==> src/hdl/hotp_pkg.sv <==
`default_nettype none
package hotp_pkg;

    localparam int KeyWords    = 7;
    localparam int KeyMaxBytes = 56;
    localparam int RegIdxW     = 3;
    localparam int RegKeyLen   = 7;
    localparam logic [19:0] OtpModulus = 20'd1000000;
    // ceil(2^51 / 1000000), exact quotient for any 31-bit dividend
    localparam logic [31:0] OtpRecip   = 32'd2251799814;

    localparam logic [31:0] H0 = 32'h67452301;
    localparam logic [31:0] H1 = 32'hEFCDAB89;
    localparam logic [31:0] H2 = 32'h98BADCFE;
    localparam logic [31:0] H3 = 32'h10325476;
    localparam logic [31:0] H4 = 32'hC3D2E1F0;

    typedef enum logic [2:0] {
        ST_IDLE,
        ST_LOAD,
        ST_ROUND,
        ST_ADD,
        ST_TRUNC,
        ST_MOD,
        ST_DONE
    } state_t;

    typedef struct packed {
        logic [31:0] a;
        logic [31:0] b;
        logic [31:0] c;
        logic [31:0] d;
        logic [31:0] e;
    } sha_state_t;

    function automatic logic [31:0] round_k(input logic [6:0] r);
        logic [31:0] k;
        begin
            if (r < 7'd20)
            begin
                k = 32'h5A827999;
            end
            else if (r < 7'd40)
            begin
                k = 32'h6ED9EBA1;
            end
            else if (r < 7'd60)
            begin
                k = 32'h8F1BBCDC;
            end
            else
            begin
                k = 32'hCA62C1D6;
            end
            return k;
        end
    endfunction

    function automatic logic [31:0] round_f(input logic [6:0] r, input logic [31:0] b,
                                            input logic [31:0] c, input logic [31:0] d);
        logic [31:0] f;
        begin
            if (r < 7'd20)
            begin
                f = (b & c) | (~b & d);
            end
            else if (r >= 7'd40 && r < 7'd60)
            begin
                f = (b & c) | (b & d) | (c & d);
            end
            else
            begin
                f = b ^ c ^ d;
            end
            return f;
        end
    endfunction

endpackage
`default_nettype wire

==> src/hdl/hotp_if.sv <==
`default_nettype none
interface hotp_in_if;
    logic        valid;
    logic        ready;
    logic [63:0] moving_counter;
    modport source (output valid, output moving_counter, input ready);
    modport sink (input valid, input moving_counter, output ready);
endinterface

interface hotp_out_if;
    logic        valid;
    logic        ready;
    logic [19:0] password;
    modport source (output valid, output password, input ready);
    modport sink (input valid, input password, output ready);
endinterface

interface hotp_cfg_if;
    logic        valid;
    logic        ready;
    logic [2:0]  index;
    logic [63:0] data;
    modport source (output valid, output index, output data, input ready);
    modport sink (input valid, input index, input data, output ready);
endinterface
`default_nettype wire

==> src/hdl/hotp_hmac_sha1_generator.sv <==
// four sha-1 compressions on one shared round unit, each a load state, 80 rounds
// and an add state, then a truncation state and a reciprocal reduction modulo 1000000
// in the mod state, quotient first and then remainder
// one counter at a time: a new counter is taken only in idle, so the
// input is not ready until the password transaction completes
// reset: asynchronous active low, idle with key registers and key length cleared to zero
`default_nettype none
module hotp_hmac_sha1_generator (
    input  wire logic   clk,
    input  wire logic   rst_n,
    hotp_cfg_if.sink    cfg,
    hotp_in_if.sink     in_ch,
    hotp_out_if.source  out_ch
);

    logic [63:0]          key_reg [hotp_pkg::KeyWords];
    logic [5:0]           key_len_reg;
    hotp_pkg::state_t     state_reg, state_next;
    logic [63:0]          ctr_reg;
    logic [31:0]          w_reg [16];
    hotp_pkg::sha_state_t v_reg;
    logic [159:0]         h_reg;
    logic [159:0]         inner_reg;
    logic [6:0]           rnd_reg;
    logic [1:0]           blk_reg;
    logic                 mstep_reg;
    logic [30:0]          code_reg;
    logic [11:0]          q_reg;
    logic [19:0]          pwd_reg;

    logic [5:0]   klen;
    logic [511:0] padkey;
    logic [511:0] blk;
    logic [31:0]  wt, wnew, tsum;
    logic [159:0] hsum;
    logic [3:0]   off;
    logic [62:0]  prod;
    logic [19:0]  rem;

    assign cfg.ready    = 1'b1;
    assign in_ch.ready  = (state_reg == hotp_pkg::ST_IDLE);
    assign out_ch.valid = (state_reg == hotp_pkg::ST_DONE);
    assign out_ch.password = pwd_reg;

    always_ff @(posedge clk or negedge rst_n)
    begin
        if (!rst_n)
        begin
            for (int i = 0; i < hotp_pkg::KeyWords; i++)
            begin
                key_reg[i] <= '0;
            end
            key_len_reg <= '0;
        end
        else if (cfg.valid)
        begin
            if (cfg.index == 3'(hotp_pkg::RegKeyLen))
            begin
                key_len_reg <= cfg.data[5:0];
            end
            else
            begin
                key_reg[cfg.index] <= cfg.data;
            end
        end
    end

    always_comb
    begin
        klen = (key_len_reg > 6'(hotp_pkg::KeyMaxBytes)) ? 6'(hotp_pkg::KeyMaxBytes)
                                                        : key_len_reg;
        padkey = '0;
        for (int i = 0; i < hotp_pkg::KeyMaxBytes; i++)
        begin
            if (6'(i) < klen)
            begin
                padkey[511 - 8*i -: 8] = key_reg[i/8][63 - 8*(i%8) -: 8];
            end
        end
    end

    // message block selection: inner key, inner tail, outer key, outer tail
    always_comb
    begin
        unique case (blk_reg)
            2'd0: blk = padkey ^ {64{8'h36}};
            2'd1: blk = {ctr_reg, 8'h80, 376'd0, 64'd576};
            2'd2: blk = padkey ^ {64{8'h5c}};
            default: blk = {inner_reg, 8'h80, 280'd0, 64'd672};
        endcase
    end

    assign wt   = w_reg[0];
    assign wnew = {w_reg[13] ^ w_reg[8] ^ w_reg[2] ^ w_reg[0]} << 1
                | {w_reg[13] ^ w_reg[8] ^ w_reg[2] ^ w_reg[0]} >> 31;
    assign tsum = {v_reg.a[26:0], v_reg.a[31:27]}
                + hotp_pkg::round_f(rnd_reg, v_reg.b, v_reg.c, v_reg.d)
                + v_reg.e + hotp_pkg::round_k(rnd_reg) + wt;
    assign hsum = {h_reg[159:128] + v_reg.a, h_reg[127:96] + v_reg.b,
                   h_reg[95:64] + v_reg.c, h_reg[63:32] + v_reg.d, h_reg[31:0] + v_reg.e};
    assign off   = h_reg[3:0];
    // quotient by reciprocal multiplication, remainder only needs the low 20 bits
    assign prod  = {32'd0, code_reg} * {31'd0, hotp_pkg::OtpRecip};
    assign rem   = code_reg[19:0] - ({8'd0, q_reg} * hotp_pkg::OtpModulus);

    always_comb
    begin
        state_next = state_reg;
        unique case (state_reg)
            hotp_pkg::ST_IDLE:  if (in_ch.valid) state_next = hotp_pkg::ST_LOAD;
            hotp_pkg::ST_LOAD:  state_next = hotp_pkg::ST_ROUND;
            hotp_pkg::ST_ROUND: if (rnd_reg == 7'd79) state_next = hotp_pkg::ST_ADD;
            hotp_pkg::ST_ADD:   state_next = (blk_reg == 2'd3) ? hotp_pkg::ST_TRUNC
                                                               : hotp_pkg::ST_LOAD;
            hotp_pkg::ST_TRUNC: state_next = hotp_pkg::ST_MOD;
            hotp_pkg::ST_MOD:   if (mstep_reg) state_next = hotp_pkg::ST_DONE;
            hotp_pkg::ST_DONE:  if (out_ch.ready) state_next = hotp_pkg::ST_IDLE;
            default:            state_next = hotp_pkg::ST_IDLE;
        endcase
    end

    always_ff @(posedge clk or negedge rst_n)
    begin
        if (!rst_n)
        begin
            state_reg <= hotp_pkg::ST_IDLE;
            blk_reg   <= '0;
            rnd_reg   <= '0;
            mstep_reg <= '0;
        end
        else
        begin
            state_reg <= state_next;
            unique case (state_reg)
                hotp_pkg::ST_IDLE:
                begin
                    blk_reg <= '0;
                end
                hotp_pkg::ST_LOAD:
                begin
                    rnd_reg <= '0;
                end
                hotp_pkg::ST_ROUND:
                begin
                    rnd_reg <= rnd_reg + 7'd1;
                end
                hotp_pkg::ST_ADD:
                begin
                    blk_reg <= blk_reg + 2'd1;
                end
                hotp_pkg::ST_TRUNC:
                begin
                    mstep_reg <= '0;
                end
                hotp_pkg::ST_MOD:
                begin
                    mstep_reg <= mstep_reg + 1'b1;
                end
                default:
                begin
                end
            endcase
        end
    end

    always_ff @(posedge clk)
    begin
        unique case (state_reg)
            hotp_pkg::ST_IDLE:
            begin
                ctr_reg <= in_ch.moving_counter;
                h_reg   <= {hotp_pkg::H0, hotp_pkg::H1, hotp_pkg::H2,
                            hotp_pkg::H3, hotp_pkg::H4};
            end
            hotp_pkg::ST_LOAD:
            begin
                for (int i = 0; i < 16; i++)
                begin
                    w_reg[i] <= blk[511 - 32*i -: 32];
                end
                v_reg <= h_reg;
            end
            hotp_pkg::ST_ROUND:
            begin
                for (int i = 0; i < 15; i++)
                begin
                    w_reg[i] <= w_reg[i+1];
                end
                w_reg[15] <= wnew;
                v_reg <= '{a: tsum, b: v_reg.a, c: {v_reg.b[1:0], v_reg.b[31:2]},
                           d: v_reg.c, e: v_reg.d};
            end
            hotp_pkg::ST_ADD:
            begin
                if (blk_reg == 2'd1)
                begin
                    // inner hash done, outer hash starts from the initial values
                    inner_reg <= hsum;
                    h_reg     <= {hotp_pkg::H0, hotp_pkg::H1, hotp_pkg::H2,
                                  hotp_pkg::H3, hotp_pkg::H4};
                end
                else
                begin
                    h_reg <= hsum;
                end
            end
            hotp_pkg::ST_TRUNC:
            begin
                code_reg <= h_reg[159 - 8*off - 1 -: 31];
            end
            hotp_pkg::ST_MOD:
            begin
                if (!mstep_reg)
                begin
                    q_reg <= prod[62:51];
                end
                else
                begin
                    pwd_reg <= rem;
                end
            end
            default:
            begin
            end
        endcase
    end

`ifndef NO_ASSERTIONS
    a_round_bound: assert property (@(posedge clk) disable iff (!rst_n)
        (state_reg == hotp_pkg::ST_ROUND) |-> (rnd_reg <= 7'd79))
        else $error("round counter overrun");
    a_pwd_range: assert property (@(posedge clk) disable iff (!rst_n)
        out_ch.valid |-> (pwd_reg < hotp_pkg::OtpModulus))
        else $error("password out of range");
    a_quot_range: assert property (@(posedge clk) disable iff (!rst_n)
        (state_reg == hotp_pkg::ST_MOD && mstep_reg) |-> (q_reg <= 12'd2147))
        else $error("quotient out of range");
`endif

endmodule
`default_nettype wire

==> src/flat_wrapper.sv <==
// flat-port wrapper written by rule: the top's interface ports become plain ports
module hotp_hmac_sha1_generator_flat 
  (clk, rst_n, cfg_valid, cfg_index, cfg_data, cfg_ready, in_ch_valid, in_ch_moving_counter, in_ch_ready, out_ch_valid, out_ch_password, out_ch_ready);
  hotp_cfg_if cfg_i ();
  hotp_in_if in_ch_i ();
  hotp_out_if out_ch_i ();
  input  wire logic clk;
  input  wire logic rst_n;
  input wire logic [$bits(cfg_i.valid)-1:0] cfg_valid;
  input wire logic [$bits(cfg_i.index)-1:0] cfg_index;
  input wire logic [$bits(cfg_i.data)-1:0] cfg_data;
  output wire logic [$bits(cfg_i.ready)-1:0] cfg_ready;
  input wire logic [$bits(in_ch_i.valid)-1:0] in_ch_valid;
  input wire logic [$bits(in_ch_i.moving_counter)-1:0] in_ch_moving_counter;
  output wire logic [$bits(in_ch_i.ready)-1:0] in_ch_ready;
  output wire logic [$bits(out_ch_i.valid)-1:0] out_ch_valid;
  output wire logic [$bits(out_ch_i.password)-1:0] out_ch_password;
  input wire logic [$bits(out_ch_i.ready)-1:0] out_ch_ready;
  assign cfg_i.valid = cfg_valid;
  assign cfg_i.index = cfg_index;
  assign cfg_i.data = cfg_data;
  assign cfg_ready = cfg_i.ready;
  assign in_ch_i.valid = in_ch_valid;
  assign in_ch_i.moving_counter = in_ch_moving_counter;
  assign in_ch_ready = in_ch_i.ready;
  assign out_ch_valid = out_ch_i.valid;
  assign out_ch_password = out_ch_i.password;
  assign out_ch_i.ready = out_ch_ready;
  hotp_hmac_sha1_generator u_core (.clk(clk), .rst_n(rst_n), .cfg(cfg_i), .in_ch(in_ch_i), .out_ch(out_ch_i));
endmodule
==> config.mk <==
export PLATFORM = sky130hd
export DESIGN_NAME = hotp_hmac_sha1_generator_flat
export DESIGN_NICKNAME = d
export VERILOG_FILES = /design/src/hdl/hotp_pkg.sv /design/src/hdl/hotp_if.sv /design/src/hdl/hotp_hmac_sha1_generator.sv /design/src/flat_wrapper.sv
export SDC_FILE = /design/constraint.sdc
export NUM_CORES = 2
export LEC_CHECK = 0
export BUFFER_PORTS_ARGS = -buffer_cell sky130_fd_sc_hd__buf_2
export CAP_MARGIN = 20
export CELL_PAD_IN_SITES_DETAIL_PLACEMENT = 1
export CELL_PAD_IN_SITES_GLOBAL_PLACEMENT = 2
export CORE_UTILIZATION = 48
export CTS_BUF_LIST = sky130_fd_sc_hd__clkbuf_8 sky130_fd_sc_hd__clkbuf_16
export CTS_CLUSTER_DIAMETER = 60
export CTS_CLUSTER_SIZE = 40
export DETAILED_ROUTE_END_ITERATION = 8
export PLACE_DENSITY = 0.83
export SLEW_MARGIN = 20
export SYNTH_ARGS = -nofsm -noshare
export SYNTH_HDL_FRONTEND = slang
export SYNTH_SLANG_ARGS = --single-unit
==> constraint.sdc <==
create_clock -name clk -period 34.2 [get_ports clk]
set_clock_uncertainty 0.1 [all_clocks]
set_input_delay 3.42 -clock clk [delete_from_list [all_inputs] [get_ports clk]]
set_output_delay 3.42 -clock clk [all_outputs]
set_load 0.02 [all_outputs]
# Yosys cells after proc, flatten, opt, wreduce, memory -nomap -nowiden
# Memories as Yosys holds them, arrays and structs flattened.
# Cells that the tools add are included.
# totals
reg_bits,1074
ramBits,512
mem_count,1
output_inout_bits,23
elab_cells,266
# mem_list
name,words,width,rd,rd_clocked_by_memory_dff,write_ports,line_no,rtl
u_core.w_reg,16,32,16,0,16,hotp_hmac_sha1_generator.sv:20,logic [31:0] w_reg [16];
# classes
eq_ne,15
multipliers,2
n_reduce_logical,13
shift,1
bitwise,35
n_lt_le_gt_ge,63
mux,98
add_sub_neg,15
# op_table
op,n
$pmux W512 S3,1
$mux W32,20
$pmux W160 S2,2
$not A256 Y256,2
$bwmux W448,1
$mux W8,56
$add A32 B32 Y32,9
$demux W64 S3,1
$shiftx A190 B33 Y31,1
$mux W160,1
$xor A32 B32 Y32,5
$lt A6 B6 Y1 const A,24
$and A32 B32 Y32,4
$lt A5 B6 Y1 const A,16
$or A32 B32 Y32,3
$mux W64,1
$mul A31 B31 Y62 const B,1
$lt A4 B6 Y1 const A,8
$not A32 Y32,1
$or A32 B1 Y32,1
$sub A32 B1 Y32 const B,1
$mux W31,1
$lt A3 B6 Y1 const A,4
$pmux W3 S7,1
other kinds (37),77

# Depth between registers and ports, before layout
# depth
ltp_word,10
depth_mapped,26
depth_no_buf,24

# Worst setup path after synthesis
# OpenSTA, ideal clock, no wires.
# synth_path
path_type,register to register
start,reg u_core.state_reg[2]
end,"reg u_core.v_reg[0] (netlist name), enable pin"
stages_incl_launch_ff,9
required_time_ns,33.086
period_less_slack_ns,15.846
arrival_time_ns,14.732
path_buffers,4
setup_slack_ns,18.354
cell_sequence,dfrtp_1 -> clkbuf_1 -> nor2b_1 -> and2_1 -> clkbuf_1 -> clkbuf_1 -> clkbuf_1 -> nor2_1 -> inv_1
# synth_between
elab_chain_len,2
elab_cells_between_ends,3
# synth_lines
element,line_no,rtl
start: declaration,hotp_hmac_sha1_generator.sv:18,"hotp_pkg::state_t state_reg, state_next;"
start signal: assignment,hotp_hmac_sha1_generator.sv:126,state_reg <= hotp_pkg::ST_IDLE;
start signal: assignment,hotp_hmac_sha1_generator.sv:133,state_reg <= state_next;
$eq A3 B1 Y1 or $eq A3 B2 Y1 (tied branches),hotp_hmac_sha1_generator.sv:168,unique case (state_reg)
$reduce_bool A2 Y1 (no source line) (*),n/a,
end signal: assignment,hotp_hmac_sha1_generator.sv:181,v_reg <= h_reg;
end signal: assignment,hotp_hmac_sha1_generator.sv:190,"v_reg <= '{a: tsum, b: v_reg.a, c: {v_reg.b[1:0], v_reg.b[31:2]},"
end: declaration,hotp_hmac_sha1_generator.sv:21,hotp_pkg::sha_state_t v_reg;
# Every way passes the cells marked *; elsewhere a longest branch is shown, timed or not.
# A chain may end at the register's enable or synchronous reset.

# Worst setup path after layout
# layout_path
start,reg u_core.code_reg[19]
end,reg u_core.q_reg[6] (data pin)
# layout_between
elab_chain_len,1
# layout_lines
element,line_no,rtl
start: declaration,hotp_hmac_sha1_generator.sv:27,logic [30:0] code_reg;
start signal: assignment,hotp_hmac_sha1_generator.sv:209,code_reg <= h_reg[159 - 8*off - 1 -: 31];
$mul A31 B31 Y62,hotp_hmac_sha1_generator.sv:103,"assign prod = {32'd0, code_reg} * {31'd0, hotp_pkg::OtpRecip};"
via u_core.prod[57],hotp_hmac_sha1_generator.sv:37,logic [62:0] prod;
end signal: assignment,hotp_hmac_sha1_generator.sv:215,q_reg <= prod[62:51];
end: declaration,hotp_hmac_sha1_generator.sv:28,logic [11:0] q_reg;
# The timed path passes the listed nets, and every way through them passes these cells.

==> impl_metrics.toml <==
[floorplanning]
pin_count = 159
core_mm2 = 0.2071
dieWidth_um = 458.6
die_height_um = 458.6
initial_utilization_pct = 48.33
num_rows = 167
die_area_mm2 = 0.2103

[grt]
grt_usage_pct = 35.87
grt_pass1_vias = 75330
grt_max_degree = 168
grt_antenna_before_repair = 40
gr-total-overflow = 0
grt_pass1_wl_um = 543700

[run_status]
outcome = "finished, final reports clean"

[logic_synthesis]
synth_cell_types = 90
synth-seq-cells = 1586
ys_seq_area_share_pct = 45.26
syn_inst = 8883
synth_top_cell_by_area = "edfxtp_1"
syn-cell-area_mm2 = 0.1001
ys.warnings.count = 0
synth_top_cell_area_share_pct = 33.58
synth_edf_count = 1119
ys.flop_type = "edfxtp_1"
syn_nets = 10140
synth.area.top_cells = "edfxtp_1 (34%), dfrtp_1 (12%), fa_1 (9.8%)"
async_flop_share_pct = 29.45
avgSynthCellArea_um2 = 11.27

[final_layout]
multi_input_area_mm2 = 0.05102
layout-drive-gt1-share_pct = 12.35
nFillCells = 21600
areaGrowthSynthToFinish_pct = 8.625
layoutNonFillerInstCount = 11760
postLayoutCoreUtil_pct = 52.49
largest_reg_flops = 512
regArea_mm2 = 0.04529
nets = 10110

[placed_design]
port-buffer-count = 157
dp_hpwl_um = 283500
gp_congestion = 0.9480
dp_cells = 11500
dp_slack_ns = 25.86

[setup_path]
end_kind = "flip-flop"
cp_common_cell = "fa_1"
crit_chain = "inv_1 -> fa_1 -> inv_1 -> fa_1 -> inv_1 -> fa_1 -> fa_1 -> inv_1 -> fa_1 -> fa_1 -> fa_1 -> inv_1 -> fa_1 -> inv_1 -> ha_1 -> or3_1 -> o21ai_0 -> a21oi_1 -> a21o_1 -> a221oi_1 -> o22ai_1 -> nor3_1 -> o31ai_1 -> xor2_1"
critical_path_buf_inv_count = 6
critPathTopFamily = "adder cells"
startpoint_type = "flip-flop"
critPathSlowestCell = "edfxtp_1"
path_max_fanout = 8
worstPathRequired_ns = 34.69
cpPeakStageDelay_ns = 0.64
arrival_ns = 8.85
crit_type = "reg2reg"

[sta]
finalWorstSetupSlack_ns = 25.84
period_share_pct = 24.44
setup_viol = 0
slew_violations = 0
hold_viol_final = 0
worst_pin_slew_ns = 1.314
grt_setup_unrepaired = "no"
fmax_mhz = 119.7
finalSetupTns_ns = 0
max_slew_margin_pct = 11.76
min_period_ns = 8.357

[clock_network]
postCtsHoldBufs = 0
cts_sinks = 1586
root_buffer = "clkbuf_16"
insertion_delay_ns = 0.87
cts_setup_buffers = 0
numCtsBuffers = 138
cts_resized = 0
cts_tree = "done"
clockBufferDepth = 3
path_clk_slew_ns = 0.08
cts_htree_levels = 4

[job]
drv_cap = 0

[detailed_routing]
wl_um = 378300
first_iter_violations = 7368
drt_first_pass_iters = 8
drc = 0
post_drt_wl_per_cell_um = 32.17
antenna_left = 0
vias = 73470
via_per_inst = 6.247

[worst_hold_path]
worstHoldPathType = "reg2reg"
routing by layer:
layer / track usage, % / wire length [µm]
met4: 19.65 / 23960
met2: 55.99 / 173700
met5: 0 / 135
met3: 6.080 / 26840
met1: 47.63 / 153700
cell families (layout without fill, tap and decap cells):
family                     after synthesis  in the layout  synth area share, %
adders and majority gates             1125           1125                17.74
DFF                                   1586           1586                45.26
and+or+nand+nor                       2207           2207                9.555
buffers and inverters                 1045           1128                3.935
xor gates and xnor gates               324            324                2.836
muxes                                  855            855                9.790
other                                    1              8             0.003747
AOI/OAI and AO/OA                     1740           1740                10.88
cell usage after synthesis, drive strengths merged, types with 27 or more instances:
library cell  count
xor2            124
o22ai            36
and2            110
dfrtp           467
clkbuf          374
xnor2           200
a221oi           37
o21a             46
nand3           129
mux2            480
inv             607
fa              490
and3             27
a32o             40
a21o            157
ha              635
a31oi            40
buf              63
nor2            282
mux4             51
mux2i           324
o21ai           499
a211oi           64
a22o             46
o21bai           37
nor3             65
o31ai            39
edfxtp         1119
nand2          1333
a21oi           521
nor2b            64
nand2b          101
area by class of cell:
cell class                      count  area share, %
Clock buffer                      141          3.236
Tap cell                         2788          3.209
Sequential cell                  1586          41.66
Inverter                          608          2.106
Timing Repair Buffer              264          1.559
Antenna cell                        7        0.01611
Multi-Input combinational cell   6252          46.93
Clock inverter                    115          1.275
path summary, 6_finish.rpt:
path / from / endpoint / slack [ns] / depth (start not counted)
min reg2reg: u_core.key_reg[253] / u_core.key_reg[253] / 0.41 / 1
min: u_core.key_reg[253] / u_core.key_reg[253] / 0.41 / 1
max in group asynchronous: rst_n / u_core.key_reg[341] / 29.40 / 3
max: u_core.code_reg[19] / u_core.q_reg[6] / 25.84 / 24
max reg2reg: u_core.code_reg[19] / u_core.q_reg[6] / 25.84 / 24
min in group asynchronous: rst_n / u_core.key_reg[117] / 2.46 / 1
cells in the final DEF (no fill, tap or decap), types with 17 or more instances in the layout:
| cell type | instances |
|---|---|
| ha_1 | 631 |
| or3_1 | 22 |
| xor2_1 | 124 |
| and3_1 | 26 |
| and2_1 | 109 |
| nor2_1 | 276 |
| inv_6 | 17 |
| nand4_1 | 20 |
| o21bai_1 | 36 |
| nand2_1 | 1331 |
| dfrtp_1 | 467 |
| nor3_1 | 58 |
| a31oi_1 | 39 |
| a32o_1 | 40 |
| o21a_1 | 46 |
| o31ai_1 | 38 |
| nand3_1 | 129 |
| nor2b_1 | 63 |
| inv_1 | 616 |
| edfxtp_1 | 1119 |
| or2_2 | 20 |
| xnor2_1 | 200 |
| o21ai_0 | 492 |
| o22ai_1 | 36 |
| fa_1 | 490 |
| a32oi_1 | 23 |
| buf_4 | 100 |
| buf_2 | 156 |
| o211ai_1 | 23 |
| clkbuf_16 | 140 |
| a211oi_1 | 64 |
| a221oi_1 | 36 |
| a22o_1 | 46 |
| a21oi_1 | 521 |
| nand2b_1 | 100 |
| a21o_1 | 157 |
| mux2i_1 | 324 |
| mux2_2 | 480 |
| mux4_2 | 51 |
through the flow:
stage	hold WS, ns	area, µm²
floorplan	0.3728	100100
global placement	0.3813	103700
detailed placement	0.3930	103700
CTS	0.4114	108700
global route	0.4184	108700
finish	0.4079	108700
Power is not shown: default switching activity piles up to over one toggle a cycle in this logic, so the estimate is an artifact.
